<file path="src/rtl/lkvc_pkg.sv">
// Package of the LRU key-value cache: default sizes, controller states and
// the command and status structs between controller and datapath. No dependencies.
package lkvc_pkg;

  localparam int DEF_ENTRIES    = 16;
  localparam int DEF_KEY_BITS   = 32;
  localparam int DEF_VALUE_BITS = 32;

  localparam int FIELD_W = 32;
  localparam int CAP_W   = 5;
  localparam logic [CAP_W-1:0] CAP_RESET = 5'd16;

  typedef enum logic [2:0] {
    ST_IDLE,
    ST_SCAN,
    ST_SCAN_END,
    ST_DECIDE,
    ST_RESP,
    ST_SWEEP,
    ST_SWEEP_END,
    ST_COMMIT
  } state_t;

  typedef struct packed {
    logic load;
    logic scan_rd;
    logic decide;
    logic respond;
    logic sweep_rd;
    logic commit;
  } dp_cmd_t;

  typedef struct packed {
    logic is_put;
    logic hit;
    logic slot_ok;
    logic idx_last;
  } dp_stat_t;

endpackage

</file>
<file path="src/rtl/lkvc_ctrl.sv">
// Controller of the LRU key-value cache: sequences scan, decision, rank sweep
// and commit for one item. Depends on lkvc_pkg.
module lkvc_ctrl (
  input  logic               clk,
  input  logic               rst_n,
  input  logic               start,
  output logic               busy,
  input  lkvc_pkg::dp_stat_t stat_i,
  output lkvc_pkg::dp_cmd_t  cmd_o
);
  import lkvc_pkg::*;

  state_t state_r;
  state_t state_nxt;

  always_ff @(posedge clk) begin
    if (!rst_n) begin
      state_r <= ST_IDLE;
    end else begin
      state_r <= state_nxt;
    end
  end

  always_comb begin
    state_nxt = state_r;
    unique case (state_r)
      ST_IDLE: begin
        if (start) state_nxt = ST_SCAN;
      end
      ST_SCAN: begin
        if (stat_i.idx_last) state_nxt = ST_SCAN_END;
      end
      ST_SCAN_END: state_nxt = ST_DECIDE;
      ST_DECIDE: begin
        priority if (stat_i.hit && !stat_i.is_put) state_nxt = ST_RESP;
        else if (stat_i.hit) state_nxt = ST_SWEEP;
        else if (stat_i.is_put && stat_i.slot_ok) state_nxt = ST_SWEEP;
        else state_nxt = ST_IDLE;
      end
      ST_RESP: state_nxt = ST_SWEEP;
      ST_SWEEP: begin
        if (stat_i.idx_last) state_nxt = ST_SWEEP_END;
      end
      ST_SWEEP_END: begin
        // Only a put of a new key still has an entry to store.
        if (stat_i.is_put && !stat_i.hit) state_nxt = ST_COMMIT;
        else state_nxt = ST_IDLE;
      end
      ST_COMMIT: state_nxt = ST_IDLE;
      default: state_nxt = ST_IDLE;
    endcase
  end

  always_comb begin
    cmd_o = '0;
    busy  = 1'b1;
    unique case (state_r)
      ST_IDLE: begin
        busy       = 1'b0;
        cmd_o.load = start;
      end
      ST_SCAN:      cmd_o.scan_rd = 1'b1;
      ST_SCAN_END:  cmd_o = '0;
      ST_DECIDE: begin
        cmd_o.decide  = 1'b1;
        cmd_o.respond = !(stat_i.hit && !stat_i.is_put);
      end
      ST_RESP:      cmd_o.respond  = 1'b1;
      ST_SWEEP:     cmd_o.sweep_rd = 1'b1;
      ST_SWEEP_END: cmd_o = '0;
      ST_COMMIT:    cmd_o.commit = 1'b1;
      default:      cmd_o = '0;
    endcase
  end

endmodule

</file>
<file path="src/rtl/lkvc_datapath.sv">
// Datapath of the LRU key-value cache: key, value and rank memories, valid
// bits, live count, capacity register and result registers. Depends on lkvc_pkg.
module lkvc_datapath #(
  parameter int ENTRIES    = lkvc_pkg::DEF_ENTRIES,
  parameter int KEY_BITS   = lkvc_pkg::DEF_KEY_BITS,
  parameter int VALUE_BITS = lkvc_pkg::DEF_VALUE_BITS
) (
  input  logic                          clk,
  input  logic                          rst_n,
  input  lkvc_pkg::dp_cmd_t             cmd_i,
  output lkvc_pkg::dp_stat_t            stat_o,
  input  logic                          in_command,
  input  logic [lkvc_pkg::FIELD_W-1:0]  in_lookup_key,
  input  logic [lkvc_pkg::FIELD_W-1:0]  in_store_value,
  input  logic                          cfg_valid,
  input  logic [lkvc_pkg::CAP_W-1:0]    cfg_data,
  output logic                          out_valid,
  output logic                          out_found,
  output logic [lkvc_pkg::FIELD_W-1:0]  out_value_out
);
  import lkvc_pkg::*;

  localparam int IDX_W = $clog2(ENTRIES);
  localparam int CNT_W = $clog2(ENTRIES + 1);
  localparam int CMP_W = (CNT_W > CAP_W) ? CNT_W : CAP_W;

  // Memories; read data is registered.
  logic [KEY_BITS-1:0]   key_mem   [ENTRIES];
  logic [VALUE_BITS-1:0] value_mem [ENTRIES];
  logic [IDX_W-1:0]      rank_mem  [ENTRIES];
  logic [KEY_BITS-1:0]   key_q_r;
  logic [VALUE_BITS-1:0] val_q_r;
  logic [IDX_W-1:0]      rank_q_r;

  logic [ENTRIES-1:0] valid_r;
  logic [CNT_W-1:0]   live_r;
  logic [CAP_W-1:0]   cap_r;

  // Item under work.
  logic                  put_r;
  logic [KEY_BITS-1:0]   key_r;
  logic [VALUE_BITS-1:0] val_r;

  logic [IDX_W-1:0] idx_r;
  logic [IDX_W-1:0] eidx_r;
  logic             scan_ev_r;
  logic             sweep_wr_r;

  logic             hit_r;
  logic [IDX_W-1:0] hit_idx_r;
  logic [IDX_W-1:0] hit_rank_r;
  logic             old_found_r;
  logic [IDX_W-1:0] old_idx_r;
  logic [IDX_W-1:0] old_rank_r;
  logic             free_found_r;
  logic [IDX_W-1:0] free_idx_r;

  logic [IDX_W-1:0] tgt_r;
  logic [IDX_W-1:0] thr_r;
  logic             all_r;

  logic                  out_valid_r;
  logic                  out_found_r;
  logic [FIELD_W-1:0]    out_value_r;

  logic [63:0]           key_wide;
  logic [63:0]           val_wide;
  logic [63:0]           vq_wide;
  logic [KEY_BITS-1:0]   key_in;
  logic [VALUE_BITS-1:0] val_in;
  logic [CMP_W-1:0]      live_ext;
  logic [CMP_W-1:0]      cap_ext;
  logic                  full;
  logic                  use_evict;
  logic                  slot_ok;
  logic [IDX_W-1:0]      slot;
  logic                  e_valid;
  logic [IDX_W-1:0]      rank_new;

  assign key_wide = {32'd0, in_lookup_key};
  assign val_wide = {32'd0, in_store_value};
  assign key_in   = key_wide[KEY_BITS-1:0];
  assign val_in   = val_wide[VALUE_BITS-1:0];
  assign vq_wide  = 64'(val_q_r);

  // A capacity of zero acts as one; any value above the entry count acts as the entry count.
  assign live_ext = CMP_W'(live_r);
  assign cap_ext  = CMP_W'(cap_r);
  always_comb begin
    priority if (cap_r == '0) full = (live_r != '0);
    else if (cap_ext > CMP_W'(ENTRIES)) full = (live_ext >= CMP_W'(ENTRIES));
    else full = (live_ext >= cap_ext);
  end

  assign use_evict = full && old_found_r;
  assign slot_ok   = use_evict || free_found_r;
  assign slot      = use_evict ? old_idx_r : free_idx_r;

  assign stat_o.is_put   = put_r;
  assign stat_o.hit      = hit_r;
  assign stat_o.slot_ok  = slot_ok;
  assign stat_o.idx_last = (idx_r == IDX_W'(ENTRIES - 1));

  assign e_valid = valid_r[eidx_r];

  always_comb begin
    priority if (eidx_r == tgt_r) rank_new = '0;
    else if (e_valid && (all_r || (rank_q_r < thr_r))) rank_new = rank_q_r + IDX_W'(1);
    else rank_new = rank_q_r;
  end

  always_ff @(posedge clk) begin
    if (!rst_n) begin
      cap_r <= CAP_RESET;
    end else if (cfg_valid) begin
      cap_r <= cfg_data;
    end
  end

  always_ff @(posedge clk) begin
    if (cmd_i.load) begin
      put_r <= in_command;
      key_r <= key_in;
      val_r <= val_in;
    end
  end

  always_ff @(posedge clk) begin
    if (!rst_n) begin
      idx_r      <= '0;
      eidx_r     <= '0;
      scan_ev_r  <= 1'b0;
      sweep_wr_r <= 1'b0;
    end else begin
      scan_ev_r  <= cmd_i.scan_rd;
      sweep_wr_r <= cmd_i.sweep_rd;
      eidx_r     <= idx_r;
      if (cmd_i.load || cmd_i.decide) begin
        idx_r <= '0;
      end else if (cmd_i.scan_rd || cmd_i.sweep_rd) begin
        idx_r <= idx_r + IDX_W'(1);
      end
    end
  end

  // Scan evaluation runs in the cycle after the memory read.
  always_ff @(posedge clk) begin
    if (!rst_n) begin
      hit_r        <= 1'b0;
      old_found_r  <= 1'b0;
      free_found_r <= 1'b0;
    end else if (cmd_i.load) begin
      hit_r        <= 1'b0;
      old_found_r  <= 1'b0;
      free_found_r <= 1'b0;
    end else if (scan_ev_r) begin
      if (e_valid && (key_q_r == key_r) && !hit_r) begin
        hit_r      <= 1'b1;
        hit_idx_r  <= eidx_r;
        hit_rank_r <= rank_q_r;
      end
      if (e_valid && (!old_found_r || (rank_q_r > old_rank_r))) begin
        old_found_r <= 1'b1;
        old_idx_r   <= eidx_r;
        old_rank_r  <= rank_q_r;
      end
      if (!e_valid && !free_found_r) begin
        free_found_r <= 1'b1;
        free_idx_r   <= eidx_r;
      end
    end
  end

  always_ff @(posedge clk) begin
    if (cmd_i.decide) begin
      if (hit_r) begin
        tgt_r <= hit_idx_r;
        thr_r <= hit_rank_r;
        all_r <= 1'b0;
      end else begin
        tgt_r <= slot;
        thr_r <= '0;
        all_r <= 1'b1;
      end
    end
  end

  always_ff @(posedge clk) begin
    if (!rst_n) begin
      valid_r <= '0;
      live_r  <= '0;
    end else if (cmd_i.decide && put_r && !hit_r && use_evict) begin
      valid_r[slot] <= 1'b0;
      live_r        <= live_r - CNT_W'(1);
    end else if (cmd_i.commit) begin
      valid_r[tgt_r] <= 1'b1;
      live_r         <= live_r + CNT_W'(1);
    end
  end

  always_ff @(posedge clk) begin
    if (cmd_i.commit) begin
      key_mem[tgt_r] <= key_r;
    end
    if (cmd_i.scan_rd) begin
      key_q_r <= key_mem[idx_r];
    end
  end

  always_ff @(posedge clk) begin
    if (cmd_i.decide && put_r && hit_r) begin
      value_mem[hit_idx_r] <= val_r;
    end else if (cmd_i.commit) begin
      value_mem[tgt_r] <= val_r;
    end
    if (cmd_i.decide) begin
      val_q_r <= value_mem[hit_idx_r];
    end
  end

  always_ff @(posedge clk) begin
    if (sweep_wr_r) begin
      rank_mem[eidx_r] <= rank_new;
    end
    if (cmd_i.scan_rd || cmd_i.sweep_rd) begin
      rank_q_r <= rank_mem[idx_r];
    end
  end

  always_ff @(posedge clk) begin
    if (!rst_n) begin
      out_valid_r <= 1'b0;
    end else begin
      out_valid_r <= cmd_i.respond;
    end
  end

  always_ff @(posedge clk) begin
    if (cmd_i.respond) begin
      out_found_r <= hit_r;
      out_value_r <= (hit_r && !put_r) ? vq_wide[FIELD_W-1:0] : '0;
    end
  end

  assign out_valid     = out_valid_r;
  assign out_found     = out_found_r;
  assign out_value_out = out_value_r;

endmodule

</file>
<file path="src/rtl/lru_key_value_cache.sv">
// Top level of the LRU key-value cache: controller plus datapath.
// Depends on lkvc_pkg, lkvc_ctrl and lkvc_datapath.
//
// Usage: drive in_command (0 get, 1 put), in_lookup_key and in_store_value and
// raise start; the item is taken at a clock edge where start is high and busy
// is low. Busy then stays high until the item is fully processed.
// Each item gives exactly one result: out_valid is high for one cycle with
// out_found and out_value_out. The receiver cannot stall; results are simply
// presented once.
// The key and rank memories each have one read port and are scanned one entry
// per cycle. With N = ENTRIES, every item scans all N entries and then decides.
// A get miss, or a put that finds no slot, ends there; a put hit sweeps the N
// ranks, a get hit presents its result and then sweeps, and a put of a new key
// sweeps and then commits the entry. The result strobe is registered from the
// respond command of the decision state, or of the response state on a get hit.
// The capacity register is written through cfg_valid/cfg_data (always ready);
// the user must write it only while idle (not enforced); its reset value is 16.
// Synchronous reset empties the cache (valid bits and live count cleared);
// no clearing pass is needed.
module lru_key_value_cache #(
  parameter int ENTRIES    = lkvc_pkg::DEF_ENTRIES,
  parameter int KEY_BITS   = lkvc_pkg::DEF_KEY_BITS,
  parameter int VALUE_BITS = lkvc_pkg::DEF_VALUE_BITS
) (
  input  logic                         clk,
  input  logic                         rst_n,
  input  logic                         start,
  output logic                         busy,
  input  logic                         in_command,
  input  logic [lkvc_pkg::FIELD_W-1:0] in_lookup_key,
  input  logic [lkvc_pkg::FIELD_W-1:0] in_store_value,
  output logic                         out_valid,
  output logic                         out_found,
  output logic [lkvc_pkg::FIELD_W-1:0] out_value_out,
  input  logic                         cfg_valid,
  output logic                         cfg_ready,
  input  logic [lkvc_pkg::CAP_W-1:0]   cfg_data
);
  import lkvc_pkg::*;

  dp_cmd_t  dp_cmd;
  dp_stat_t dp_stat;

  assign cfg_ready = 1'b1;

  lkvc_ctrl u_ctrl (
    .clk    (clk),
    .rst_n  (rst_n),
    .start  (start),
    .busy   (busy),
    .stat_i (dp_stat),
    .cmd_o  (dp_cmd)
  );

  lkvc_datapath #(
    .ENTRIES    (ENTRIES),
    .KEY_BITS   (KEY_BITS),
    .VALUE_BITS (VALUE_BITS)
  ) u_datapath (
    .clk            (clk),
    .rst_n          (rst_n),
    .cmd_i          (dp_cmd),
    .stat_o         (dp_stat),
    .in_command     (in_command),
    .in_lookup_key  (in_lookup_key),
    .in_store_value (in_store_value),
    .cfg_valid      (cfg_valid),
    .cfg_data       (cfg_data),
    .out_valid      (out_valid),
    .out_found      (out_found),
    .out_value_out  (out_value_out)
  );

endmodule

</file>
<file path="config.mk">
export PLATFORM = sky130hd
export DESIGN_NAME = lru_key_value_cache
export DESIGN_NICKNAME = d
export VERILOG_FILES = /design/src/rtl/lkvc_pkg.sv /design/src/rtl/lkvc_ctrl.sv /design/src/rtl/lkvc_datapath.sv /design/src/rtl/lru_key_value_cache.sv
export SDC_FILE = /design/constraint.sdc
export NUM_CORES = 1
export LEC_CHECK = 0
export BUFFER_PORTS_ARGS = -buffer_cell sky130_fd_sc_hd__clkbuf_2
export CORE_ASPECT_RATIO = 0.6
export CORE_UTILIZATION = 30
export DETAILED_ROUTE_END_ITERATION = 6
export GPL_ROUTABILITY_DRIVEN = 0
export MAX_ROUTING_LAYER = met4
export SYNTH_ARGS = -nofsm -noshare
export SYNTH_HDL_FRONTEND = slang
export SYNTH_SLANG_ARGS = --single-unit
</file>
<file path="constraint.sdc">
create_clock -name clk -period 8.35 [get_ports clk]
set_clock_uncertainty 0.2 [all_clocks]
set_input_delay 0.4175 -clock clk [delete_from_list [all_inputs] [get_ports clk]]
set_output_delay 0.4175 -clock clk [all_outputs]
set_load 0.02 [all_outputs]
</file>
# After elaboration in Yosys (flattened, before gate mapping)
# Memories as Yosys holds them, arrays and structs flattened. A register that Yosys moved wholly into a read port is not among the register bits.
# Index checks and enable logic that the tools add are counted.
# Widths: inputs -> output; s select.
# classes
reduce_logical	40
n_bitwise	5
muxes	43
addsub	4
n_eq_ne	13
order_cmp	10
# ops
cell	n
$eq 32x32->1	1
$mux 16	2
$mux 32	1
$reduce_or 32->1	1
$pmux 3 s8	1
$mux 1	21
$mux 3	7
$mux 4	5
$and 16x16->16	1
$not 16->16	1
$or 16x16->16	1
$logic_and 1x1->1	15
$lt 4x5->1 const B	3
$eq 3x3->1 const B	4
$reduce_and 4->1	3
$mux 5	2
$add 4x1->4 const B	2
$demux 1 s4	2
$ge 4x1->1 const B	2
$eq 3x2->1 const B	2
$logic_not 1->1	6
$ne 2x2->1 const B	3
$reduce_and 2->1	3
$add 5x1->5 const B	1
other kinds (19)	25
# word_totals
wordCells	143
memories	3
regBits	170
ramBits	1088
# mem_list
name	depth	word_bits	read_ports	rd_clocked_by_memory_dff	wr	line_no	text
u_datapath.key_mem	16	32	1	1	1	lkvc_datapath.sv:28	logic [KEY_BITS-1:0] key_mem [ENTRIES];
u_datapath.value_mem	16	32	1	1	1	lkvc_datapath.sv:29	logic [VALUE_BITS-1:0] value_mem [ENTRIES];
u_datapath.rank_mem	16	4	1	1	1	lkvc_datapath.sv:30	logic [IDX_W-1:0] rank_mem [ENTRIES];

# Depth between registers and ports, before layout
# Gate-level depths: netlist of the first run.
# depth
depth_word	12
ltp_mapped	13
depth_no_buf	13

# Modules after synthesis
# A second synthesis of the first run with hierarchy kept.
# unflattened
cells_unflattened	2178
area_unflattened_um2	50231.9
# by_module_without_submodules
module	cells_each	seq_area_each_um2	area_per_inst_um2	n_inst
lkvc_datapath	2143	39327.7	49991.7	1
lkvc_ctrl	33	60.1	229.0	1
lru_key_value_cache	2	0.0	11.3	1

# Least setup slack after synthesis of the first run
# Ideal clock, no wire load.
# synth_timing
path_kind	flip-flop to flip-flop
start	reg u_ctrl.state_r[0]
end	reg u_datapath.hit_r
period_less_slack_ns	5.134
arrival_time_ns	4.818
t_required_ns	8.033
slack_ns	3.216
setup_time_ns	0.117
stages_incl_launch_ff	8
path_cell_list	dfxtp_1 clkbuf_1 or3_1 nor2_1 nor2_1 nand3_1 nor3_1 a21o_1
# synth_rtl
item	line_no	text
start: declaration	lkvc_ctrl.sv:13	state_t state_r;
start signal: assignment	lkvc_ctrl.sv:20	state_r <= state_nxt;
end signal: assignment	lkvc_datapath.sv:149	hit_r <= 1'b0;
end signal: assignment	lkvc_datapath.sv:153	hit_r <= 1'b0;
end signal: assignment	lkvc_datapath.sv:158	hit_r <= 1'b1;
end: declaration	lkvc_datapath.sv:49	logic hit_r;

# Worst setup path after layout of the first run
# layout_timing
start	reg u_datapath.eidx_r[0]
end	mem u_datapath.rank_mem[7][0] (netlist name), data pin
# layout_via
elab_chain_cells	5
# layout_rtl
item	line_no	text
start: declaration	lkvc_datapath.sv:45	logic [IDX_W-1:0] eidx_r;
start signal: assignment	lkvc_datapath.sv:137	eidx_r <= idx_r;
$bmux 1 s4	lkvc_datapath.sv:104	assign e_valid = valid_r[eidx_r];
$mux 1 (implied by the code)	lkvc_datapath.sv:104	
$logic_and 1x1->1	lkvc_datapath.sv:108	else if (e_valid && (all_r || (rank_q_r < thr_r))) rank_new = rank_q_r + IDX_W'(1);
$mux 4	lkvc_datapath.sv:108	
$mux 4 (*)	lkvc_datapath.sv:107	priority if (eidx_r == tgt_r) rank_new = '0;
net u_datapath.rank_new[0]	lkvc_datapath.sv:78	logic [IDX_W-1:0] rank_new;
end: declaration	lkvc_datapath.sv:30	
# The timed path passes the listed nets; every way through them passes the cells marked *. The select of a mux whose other input is x is not followed.

==> results.md, run 1 <==
Run status:
- The run finished with clean final reports.

Synthesis:
- Synthesis produced a netlist with a net count of about 2,200.
- The synthesized design contains approximately 1,300 enable-type register cells.
- The share of synthesized area in the top cell type comes to 0.771.
- The cell area after synthesis is around 0.05 mm^2.
- The cell count after synthesis came out at between 2,000 and 2,500.
- The post-synthesis cell type count is between 50 and 60.
- The main flop type after synthesis is sky130_fd_sc_hd__edfxtp_1.
- Sorting the synthesized cells by area gives the leading types as sky130_fd_sc_hd__edfxtp_1 77%, sky130_fd_sc_hd__mux4_2 15%, sky130_fd_sc_hd__dfxtp_1 1.7%.
- The flip-flop and latch count after synthesis is 1,326.
- Summed over all instances, the cell type with the most area after synthesis is sky130_fd_sc_hd__edfxtp_1.
- The proportion of synthesized chip area in sequential cells is 0.788.
- The synthesized area per cell is ~23 um^2.
- Yosys printed 0 warnings.
- The async set or reset register ratio after synthesis is 0.

Global route:
- The number of global-route vias before repair was 22,800.
- Across every metal layer, demand over resource in global routing totals 0.141.
- The first global-routing pass estimated about 170,000 um of wire.
- The initial antenna violation count is 10.
- Entering global routing, the biggest net connects ~130 pins.
- After global routing the overflow that remains totals 0.

Setup path:
- Data arrives at the worst endpoint at ~3.8 ns.
- The critical path goes through mux4_1, mux4_2, o31a_4, xnor2_1, nor2_1.
- The maximum fanout count along the critical path is 16.
- On the worst path, the slowest cell contributes a delay of roughly 0.79 ns.
- The kind of capture point of the worst setup path is a flip-flop.
- The required time of the critical path is about 8.6 ns.
- The classification of the worst setup path is reg -> reg.
- The type of element launching the critical path is a flip-flop.
- The critical path's slowest cell is sky130_fd_sc_hd__nor2_1.

Hold path:
- The tightest min-delay check is of the in -> reg type.

Clock tree:
- The insertion delay to the later sink of the worst-skew pair is around 0.76 ns.
- CTS saw 1,326 sinks.
- The H-tree generated during clock tree synthesis spans 4 levels.
- The number of buffers created by CTS is 132.
- The maximum number of buffers from clock root to sink is 3.
- The post-CTS setup repair buffer count is 0.
- After clock tree synthesis, the clock-pin slew on the worst setup and hold paths is 0.06 ns.
- The root buffer cell is sky130_fd_sc_hd__clkbuf_16.
- The TritonCTS clock tree is built.

Final layout:
- Summing all multi-input logic gate instances after layout gives about 0.010 mm^2.
- In the final layout, the share of cells above drive strength 1 is 0.298.
- Summing all flip-flop and latch instances after layout gives 0.0394 mm^2.
- For this run, the post-layout net count is 2,507.
- The synthesis-to-layout area growth is 16.9%.
- The count of filler cells inserted in the layout is about 15,000.
- For this run, the share of the core covered by cells in the final layout is 0.355.
- Once layout is complete, the cells apart from fillers number ~4,700.

Die:
- The floorplan has about 120 rows.
- The die footprint is ~0.17 mm^2.
- The region available for standard cell placement spans between 0.15 and 0.2 mm^2.
- The width of the die is roughly 530 um.
- The die is 318 um tall.
- For this configuration, the core starts out at a cell density of 0.304.
- During I/O placement, the number of pins put on the boundary was 110.

Timing:
- Setup repair after global routing left no endpoint under its margin.
- The count of endpoints failing hold in the final timing report is 0.
- The summed negative setup slack over all endpoints is 0 ns.
- For the pin with the worst max-slew slack, the measured transition is about 1.2 ns.
- Hold timing on the final database bottoms out at a slack of roughly 0.14 ns.
- Timing would allow up to between 200 and 300 MHz.
- The fraction of the cycle the final worst path needs is 0.434.
- After layout, the minimum clock period comes to around 3.6 ns.
- The total of endpoints with negative setup slack in the final report is 0.
- The number of pins exceeding their max-slew limit in the final report is 0.
- The post-layout worst setup margin is between 4 and 5 ns.
- Headroom to the max-slew limit came out at 0.161.

Place:
- Summed over all nets, the half-perimeter wirelength after detailed placement is 60,300 um.
- The total instance count after detailed placement is around 4,400.
- The number of buffer cells added on primary ports is about 110.
- The setup slack at placement is 4.75 ns.

Routing:
- The number of search-and-repair iterations in the first detailed-routing pass is 5.
- The detailed router used layers up to and including met4.
- The count of nets left with antenna violations once routing finished came out at 0.
- Wire segments on met3 add up to between 8000 and 9000 um in the final route.
- In the routed design, unresolved DRC markers number 0.
- After detailed routing, the number of vias per cell comes to between 4 and 5.
- The detailed router put a total of around 56,000 um of wire on met1.
- For this block, the routed nets add up to ~120,000 um of wire.
- The routed layout has 22,800 vias.
- The routed wirelength normalized by instance count is approximately 24 um.
- The violation count after the first detailed-routing iteration is around 2,500.
- In the detailed route, the total length drawn on met2 is about 49,000 um.

Flow run:
- The count of max-cap constraint violations is 0.

Power and ir drop:
- The analysis attributes to cell leakage a power of around 18 nW.
- The power per standard cell area is ~230 mW/mm^2.
- VDD sags by at most 0.142 mV.
per-stage QoR:
step	area [um^2]	total power, mW
2_1_floorplan	50000	7.68
3_3_place_gp	53600	7.80
4_1_cts	58400	13.5
3_5_place_dp	53600	7.81
6_report	58400	13.4
5_1_grt	58400	13.8
layout by cell type (no fill, tap or decap), drive strengths merged, types with 21 or more instances in the layout:
| cell type | synthesis | layout |
|---|---|---|
| clkbuf | 61 | 271 |
| and2 | 42 | 42 |
| nor2 | 75 | 75 |
| xor2 | 22 | 22 |
| nand2 | 24 | 24 |
| xnor2 | 21 | 21 |
| dfxtp | 43 | 43 |
| inv | 22 | 32 |
| clkinv | 1 | 45 |
| buf | 37 | 54 |
| dlygate4sd3 | 0 | 77 |
| edfxtp | 1283 | 1283 |
| mux4 | 345 | 345 |
report_power, final:
group          total, mW  leakage (nW)  internal [mW]  switching [mW]
Combinational      0.277          4.05          0.138           0.139
Clock               5.66          1.96           3.17            2.49
Sequential          7.41          11.9           7.32          0.0914
Total               13.4          17.9           10.6            2.72
critical path: cells and delay by family, from the launching register on:
family                    cells  cell delay [ns]
DFF                           1             0.77
AOI/OAI and AO/OA             1             0.17
muxes                         2             1.21
xor gates and xnor gates      1             0.13
and+or+nand+nor               1             0.79
logic make-up after synthesis:
kind of cell / after synthesis / share of synthesized area
xor gates and xnor gates: 43 / 0.00754
AOI/OAI and AO/OA: 69 / 0.0112
adders and majority gates: 15 / 0.00376
buffers and inverters: 121 / 0.00986
DFF: 1326 / 0.788
other: 1 / 0.0000750
and+or+nand+nor: 212 / 0.0217
muxes: 356 / 0.158
synth_stat cells (all sizes together), types with 11 or more instances:
library cell	instances
and2	42
xor2	22
o221a	15
a21oi	11
mux4	345
edfxtp	1283
buf	37
nor3	16
inv	22
dfxtp	43
ha	15
nor2	75
xnor2	21
clkbuf	61
nand2	24
o21ai	11
state kept, by name, summed over array words and instances, names as in the netlist, 16 cells and up:
| name | flops |
|---|---|
| u_datapath.key_q_r | 32 |
| u_datapath.value_mem | 512 |
| u_datapath.val_q_r | 32 |
| u_datapath.rank_mem | 64 |
| u_datapath.key_mem | 512 |
| u_datapath.valid_r | 16 |
| u_datapath.out_value_out | 32 |
| u_datapath.key_r | 32 |
| u_datapath.val_r | 32 |
timing repair:
| item | CTS | global route |
|---|---|---|
| hold buffers | 77 | 0 |
| endpoints found under the hold margin | 73 | 0 |
| gates resized for setup | 0 | 0 |
worst paths after layout:
check | cells past startpoint | slack (ns) | end | from
min reg2reg | 1 | 0.32 | u_datapath.out_value_out[2] | u_datapath.val_q_r[2]
min | 3 | 0.14 | u_datapath.live_ext[2] | rst_n
max reg2reg | 5 | 4.72 | u_datapath.rank_mem[7][0] | u_datapath.eidx_r[0]
max | 5 | 4.72 | u_datapath.rank_mem[7][0] | u_datapath.eidx_r[0]
cell type report:
class / instances / share of cell area
diodes: 7 / 0.000300
repair buffers: 239 / 0.0300
inverters: 23 / 0.00148
clock buffers: 163 / 0.0598
multi-input cells: 696 / 0.177
clock inverters: 67 / 0.00946
well taps: 2223 / 0.0476
flip-flops and latches: 1326 / 0.674
per-layer routing:
| metal | vias up | GRT usage |
|---|---|---|
| met5 | - | - |
| met4 | 0 | 0.0352 |
| met3 | 135 | 0.0288 |
| met2 | 842 | 0.190 |
| met1 | 12200 | 0.214 |
| li1 | 9618 | - |
Power figures use the tool's default switching activity.
==> inputs of run 2 (changes only) <==
- clock period: 8.35 -> 3.1 ns (I/O delays scaled with it)
==> run 2 against run 1 <==
Against the previous run:
- hold slack got worse by 0.083 ns
- setup slack lost 4.6 ns
- sequential power rose to 2.7 times the previous value
- fmax is 23% higher
- first-iteration DRC count shrank 0.93%
- sequential cell count is the same
- global-route usage up 0.41 points
- count of clock-buffer cells in the layout increased by 9
- clock power grew to 2.9 times the previous value
- die area stayed put
- core utilization grew 1.4 points
- design area increased by 4.0%
==> results.md, run 2 (same netlist as run 1, synthesis figures left out) <==
Place:
- The post-detailed-placement half-perimeter wirelength is 64,600 um (was 60,300 um).
- The number of buffer cells added on primary ports was 108 (unchanged).
- The total instance count after detailed placement is 4,521 (was 4,430).

Clock tree:
- The register clock-pin slew on the reported worst setup and hold paths is 0.06 ns (about the same).
- The number of buffers created by CTS is 132 (unchanged).
- The insertion delay to the later sink of the worst-skew pair is 0.76 ns (about the same).
- The clock net sink count is 1,326 (unchanged).
- The root buffer cell is sky130_fd_sc_hd__clkbuf_16 (unchanged).
- The maximum number of buffers from clock root to sink came to 3 (unchanged).
- The post-CTS setup repair buffer count is 0 (unchanged).
- The number of H-tree branching levels was 4 (unchanged).
- The TritonCTS clock tree is built (unchanged).

Setup path:
- The required time of the critical path came to 3.36 ns (was 8.56 ns).
- The arrival time of data at the critical path endpoint is 3.20 ns (was 3.84 ns).
- The maximum fanout count along the critical path is 16 (unchanged).
- The startpoint of the most critical setup path is u_datapath.eidx_r[0] (unchanged).
- The slack of the worst reg-to-reg path is 0.16 ns (was 4.72 ns).
- The depth of the critical timing path with buffers and inverters included was 5 (unchanged).
- The startpoint of the lowest-slack register-to-register path is u_datapath.eidx_r[0] (unchanged).
- The stage delay of the slowest cell on the critical path is 0.57 ns (was 0.79 ns).
- The type of element launching the critical path is a flip-flop (unchanged).
- The worst reg2reg path depth is 5 (unchanged).
- The count of buffer and inverter cells on the critical path is 0 (unchanged).
- The classification of the worst setup path is reg -> reg (unchanged).
- The kind of capture point of the worst setup path is a flip-flop (unchanged).
- The kind of cell adding the most delay to the critical path is multiplexers (unchanged).
- Ordered cell list for the critical path: mux4_1, mux4_2, o31a_4, mux2i_1, nor2_2 (was mux4_1, mux4_2, o31a_4, xnor2_1, nor2_1).
- The critical path's slowest cell is sky130_fd_sc_hd__mux4_1 (was sky130_fd_sc_hd__nor2_1).

Flow run:
- The count of max-cap constraint violations was 0 (unchanged).

Die:
- The number of ports placed on the die boundary is 110 (unchanged).
- The die footprint is 0.168 mm^2 (unchanged).
- The vertical die dimension is 318 um (unchanged).
- The row count came to 115 (unchanged).
- The area of the core region is 0.165 mm^2 (unchanged).
- The width of the die came to 529 um (unchanged).
- The effective utilization at floorplan came to 0.304 (unchanged).

Timing:
- The transition time at the pin with the least slew margin is 1.07 ns (was 1.25 ns).
- The headroom to the max-slew limit was 0.287 (was 0.161).
- The peak clock frequency supported by timing is 340 MHz (was 276 MHz).
- The fraction of the cycle the final worst path needs is 0.949 (was 0.434).
- The worst hold slack came to 0.0614 ns (was 0.145 ns).
- The final period demand of the worst path is 2.94 ns (was 3.63 ns).
- The total of endpoints with negative setup slack in the final report was 0 (unchanged).
- The summed negative setup slack over all endpoints is 0 ns (unchanged).
- The count of endpoints failing hold in the final timing report is 0 (unchanged).
- RSZ-0062 raised after global routing: no (unchanged).
- The number of pins exceeding their max-slew limit in the final report is 0 (unchanged).

Routing:
- The violation count after the first detailed-routing iteration is 2,446 (was 2,469).
- The number of remaining DRC errors was 0 (unchanged).
- The number of search-and-repair iterations in the first detailed-routing pass came to 5 (unchanged).
- The routed wirelength normalized by instance count is 23.9 um (was 24.3 um).
- The detailed-route via count came to 23,500 (was 22,800).
- The post-detailed-routing wire length came to 118,000 um (was 115,000 um).
- The post-detailed-route via-to-cell ratio is 4.78 (was 4.81).
- The count of antenna-violating nets left after detailed routing is 0 (unchanged).

Final layout:
- Top library cells by usage in the layout, fill and taps aside: 1,283 x sky130_fd_sc_hd__edfxtp_1, 343 x sky130_fd_sc_hd__mux4_2, 147 x sky130_fd_sc_hd__dlygate4sd3_1 (was 1,283 x sky130_fd_sc_hd__edfxtp_1, 343 x sky130_fd_sc_hd__mux4_2, 135 x sky130_fd_sc_hd__clkbuf_16).
- The commonest non-fill, non-tap cell in the layout is sky130_fd_sc_hd__edfxtp_1 (unchanged).
- The number of standard cells in the layout, taps in and fillers out is 4,914 (was 4,744).
- The fraction of final layout cells with drive strength greater than 1 is 0.319 (was 0.298).
- Regs by FF count: u_datapath.key_mem (512), u_datapath.value_mem (512), u_datapath.rank_mem (64) (unchanged).
- The count of filler cells inserted in the layout is 14,900 (was 15,100).
- The synthesis-to-layout area growth was 21.6% (was 16.9%).
- The number of nets in the finished design is 2,668 (was 2,507).

Power and ir drop:
- The post-layout total power is 37.2 mW (was 13.4 mW).
- The power spent charging and discharging nets came to 7.42 mW (was 2.72 mW).
- The power per standard cell area is 612 mW/mm^2 (was 228 mW/mm^2).
- The fraction of power consumed by sequential logic came to 0.535 (was 0.555).
- The reported leakage power was 19.0 nW (was 17.9 nW).
- The switching part of the total is 0.200 (was 0.204).
- The clock group share of total power is 0.439 (was 0.424).
- The relative contribution of combinational cells to total power is 0.026 (was 0.021).
- The peak ir drop on the vdd network is 0.402 mV (was 0.142 mV).
- The internal power was 29.8 mW (was 10.6 mW).

Global route:
- The initial antenna violation count came to 8 (was 10).
- The pin count of the biggest net entering global routing was 66 (was 132).
- The global-route wire length before repair is 171,000 um (was 166,000 um).
- The global-route congestion overflow total is 0 (unchanged).
- The number of global-route vias before repair is 23,800 (was 22,800).
- The global-route usage over all layers is 0.145 (was 0.141).

Hold path:
- The worst hold path depth is 2 (was 3).
- The worst hold path class is in -> reg (unchanged).
- The source of the worst hold timing path is in_store_value[1] (was rst_n).

Run status:
- Run status: finished, final reports clean (unchanged).
run 2: path summary, 6_finish.rpt:
check | endpoint
worst max-delay path | u_datapath.rank_mem[1][1]
worst min-delay path | u_datapath.val_r[1]
worst max register to register | u_datapath.rank_mem[1][1]
worst min register to register | u_datapath.out_value_out[16]
run 2: power groups by stage:
| stage | Combinational [mW] | Sequential, mW | Clock, mW |
|---|---|---|---|
| finish | 0.949 | 19.9 | 16.3 |
| global route | 1.03 | 19.9 | 17.4 |
| CTS | 0.967 | 19.9 | 16.7 |
| detailed placement | 0.812 | 20.3 | 0 |
| global placement | 0.808 | 20.3 | 0 |
| floorplan | 0.449 | 20.2 | 0 |
run 2: final cells by class:
type	instances	area, um^2	area share
multi-input combinational	696	10400	0.171
timing repair buffer	400	3690	0.0607
tap	2223	2780	0.0458
sequential	1326	39400	0.648
antenna	8	20.0	0.000329
clock inverter	66	767	0.0126
clock buffer	172	3620	0.0596
inverter	23	90.1	0.00148
run 2: metal layers:
metal | routed length (um) | vias up | track usage
li1 | - | 9956 | -
met1 | 57200 | 12600 | 0.220
met5 | 0 | - | -
met3 | 8440 | 138 | 0.0332
met4 | 1730 | 0 | 0.0349
met2 | 50200 | 766 | 0.194
run 2: repair_timing:
item,in CTS,in global routing
endpoints found under the setup margin,32,17
endpoints found under the hold margin,104,0
gates resized for setup,2,2
hold buffers,147,0
run 2: stage by stage:
stage | utilization | instance area, um^2 | setup WS, ns
floorplan | - | 50200 | -0.242
global placement | 0.333 | 54900 | -0.0696
detailed placement | 0.333 | 54900 | -0.151
CTS | 0.369 | 60800 | 0.102
global route | 0.369 | 60800 | 0.00287
finish | 0.369 | 60800 | 0.158
==> inputs of run 3 (changes only) <==
- RECOVER_POWER: default -> 100
==> run 3 against run 2 <==
Against the previous run:
- the run now ends with capacitance limit, slew limit left
- global-route usage stayed put
- non-clock buffer count stayed put
- register-to-register slack worse by 0.03 ns
- count of clock-buffer cells in the layout stayed put
- core utilization is 0.34 points lower
- largest power group unchanged
- highest routed layer unchanged
==> results.md, run 3 (same netlist as run 1, synthesis figures left out) <==
Place:
- The total instance count after detailed placement was 4,521 (unchanged).
- The post-detailed-placement half-perimeter wirelength is 64,600 um (unchanged).
- The number of buffer cells added on primary ports is 108 (unchanged).
- The instance area at placement is 0.0549 mm^2 (unchanged).

Clock tree:
- The maximum number of buffers from clock root to sink came to 3 (unchanged).
- The insertion delay to the later sink of the worst-skew pair is 0.76 ns (about the same).
- The root buffer cell is sky130_fd_sc_hd__clkbuf_16 (unchanged).
- The TritonCTS clock tree was built (unchanged).
- The post-CTS setup repair buffer count came to 0 (unchanged).
- The number of H-tree branching levels was 4 (unchanged).
- The number of buffers created by CTS is 132 (unchanged).
- The register clock-pin slew on the reported worst setup and hold paths is 0.06 ns (about the same).
- The clock net sink count is 1,326 (unchanged).

Die:
- The vertical die dimension is 318 um (unchanged).
- The number of ports placed on the die boundary is 110 (unchanged).
- The effective utilization at floorplan is 0.304 (unchanged).
- The width of the die is 529 um (unchanged).
- The die footprint is 0.168 mm^2 (unchanged).
- The row count is 115 (unchanged).
- The area of the core region is 0.165 mm^2 (unchanged).

Timing:
- The fraction of the cycle the final worst path needs is 0.958 (was 0.949).
- The total of endpoints with negative setup slack in the final report is 0 (unchanged).
- The worst hold slack was 0.139 ns (was 0.0614 ns).
- The headroom to the max-slew limit was -0.164 (was 0.287).
- The final period demand of the worst path is 2.97 ns (was 2.94 ns).
- The transition time at the pin with the least slew margin was 1.74 ns (was 1.07 ns).
- The peak clock frequency supported by timing is 337 MHz (was 340 MHz).
- RSZ-0062 raised after global routing: no (unchanged).
- The count of endpoints failing hold in the final timing report is 0 (unchanged).
- The number of pins exceeding their max-slew limit in the final report is 13 (was 0).

Setup path:
- The type of element launching the critical path was a flip-flop (unchanged).
- The kind of capture point of the worst setup path is a flip-flop (unchanged).
- The maximum fanout count along the critical path is 17 (was 16).
- The slack of the worst reg-to-reg path is 0.13 ns (was 0.16 ns).
- The classification of the worst setup path was reg -> reg (unchanged).
- The arrival time of data at the critical path endpoint came to 3.15 ns (was 3.20 ns).
- The required time of the critical path is 3.28 ns (was 3.36 ns).

Routing:
- The routed wirelength normalized by instance count is 24.0 um (was 23.9 um).
- The number of remaining DRC errors is 0 (unchanged).
- The violation count after the first detailed-routing iteration was 2,495 (was 2,446).
- The post-detailed-routing wire length is 118,000 um (about the same).
- The count of antenna-violating nets left after detailed routing is 0 (unchanged).
- The number of search-and-repair iterations in the first detailed-routing pass is 5 (unchanged).
- The post-detailed-route via-to-cell ratio is 4.81 (was 4.78).
- The detailed-route via count was 23,600 (was 23,500).

Power and ir drop:
- The post-layout total power was 37.2 mW (about the same).
- The power per standard cell area came to 617 mW/mm^2 (was 612 mW/mm^2).
- The peak ir drop on the vdd network is 0.400 mV (was 0.402 mV).
- The reported leakage power is 18.6 nW (was 19.0 nW).

Global route:
- The number of global-route vias before repair is 23,800 (unchanged).
- The global-route wire length before repair is 171,000 um (unchanged).
- The initial antenna violation count is 8 (unchanged).
- The global-route congestion overflow total is 0 (unchanged).
- The global-route usage over all layers is 0.145 (unchanged).
- The pin count of the biggest net entering global routing came to 66 (unchanged).

Final layout:
- The number of nets in the finished design was 2,668 (unchanged).
- The post-layout instance area is 0.0602 mm^2 (was 0.0608 mm^2).
- Top library cells by usage in the layout, fill and taps aside: 1,283 x sky130_fd_sc_hd__edfxtp_1, 343 x sky130_fd_sc_hd__mux4_2, 147 x sky130_fd_sc_hd__dlygate4sd3_1 (unchanged).
- The synthesis-to-layout area growth is 20.5% (was 21.6%).
- The count of filler cells inserted in the layout is 15,000 (was 14,900).
- The commonest non-fill, non-tap cell in the layout was sky130_fd_sc_hd__edfxtp_1 (unchanged).
- The number of standard cells in the layout, taps in and fillers out is 4,915 (was 4,914).
- Regs by FF count: u_datapath.key_mem (512), u_datapath.value_mem (512), u_datapath.rank_mem (64) (unchanged).
- The fraction of final layout cells with drive strength greater than 1 is 0.284 (was 0.319).

Hold path:
- The worst hold path class is in -> reg (unchanged).

Run status:
- Run status: complete, but fails checks (was finished, final reports clean).
- The final reports fail on capacitance limit, slew limit.

Flow run:
- The count of max-cap constraint violations is 1 (was 0).
[run 3: area by class of cell]
| class | instances | area (um^2) | share of cell area |
|---|---|---|---|
| timing repair buffer | 400 | 3180 | 0.0528 |
| clock inverter | 66 | 767 | 0.0127 |
| antenna | 9 | 22.5 | 0.000374 |
| clock buffer | 172 | 3620 | 0.0601 |
| sequential | 1326 | 39400 | 0.654 |
| tap | 2223 | 2780 | 0.0462 |
| inverter | 23 | 90.1 | 0.00150 |
| multi-input combinational | 696 | 10400 | 0.172 |
[run 3: repair_timing]
action | 4_1_cts | 5_1_grt
hold endpoints to repair | 104 | 0
gates cloned | 0 | 0
pin swaps | 0 | 0
endpoints found under the setup margin | 32 | 17
resized for setup | 2 | 2
hold buffers | 147 | 0
[run 3: path summary, 6_finish.rpt]
path                            from                        to  depth (start not counted)
max                u_ctrl.state_r[1]  u_datapath.key_mem[4][5]                          4
max reg2reg        u_ctrl.state_r[1]  u_datapath.key_mem[4][5]                          4
min reg2reg  u_datapath.free_found_r   u_datapath.free_found_r                          1
min                      cfg_data[4]     u_datapath.cap_ext[4]                          4
[run 3: where the power goes]
group	switching, mW	internal (mW)
Combinational	0.456	0.466
Clock	6.78	9.54
Sequential	0.179	19.7
[run 3: per-layer routing]
layer | global-route usage | routed length, um | vias to the layer above | part of all wire
met5 | - | 0 | - | 0
met4 | 0.0349 | 1720 | 0 | 0.015
met3 | 0.0332 | 8400 | 138 | 0.071
met2 | 0.194 | 50400 | 799 | 0.43
met1 | 0.220 | 57200 | 12700 | 0.49
li1 | - | - | 9949 | -
[run 3: through the flow]
| step | setup TNS (ns) | utilization | worst slack (ns) |
|---|---|---|---|
| finish | 0 | 0.366 | 0.130 |
| detailed placement | -3.56 | 0.333 | -0.151 |
| CTS | 0 | 0.369 | 0.102 |
| floorplan | -54.99 | - | -0.242 |
| global route | 0 | 0.366 | 0.00493 |
| global placement | -1.10 | 0.333 | -0.0696 |
[run 3: critical path, stage by stage (launching register included)]
cell and delay [ns]:
sky130_fd_sc_hd__dfxtp_1 0.51, sky130_fd_sc_hd__nand3_1 0.36, sky130_fd_sc_hd__or3_1 0.59, sky130_fd_sc_hd__nor2_1 0.26, sky130_fd_sc_hd__clkbuf_2 0.63
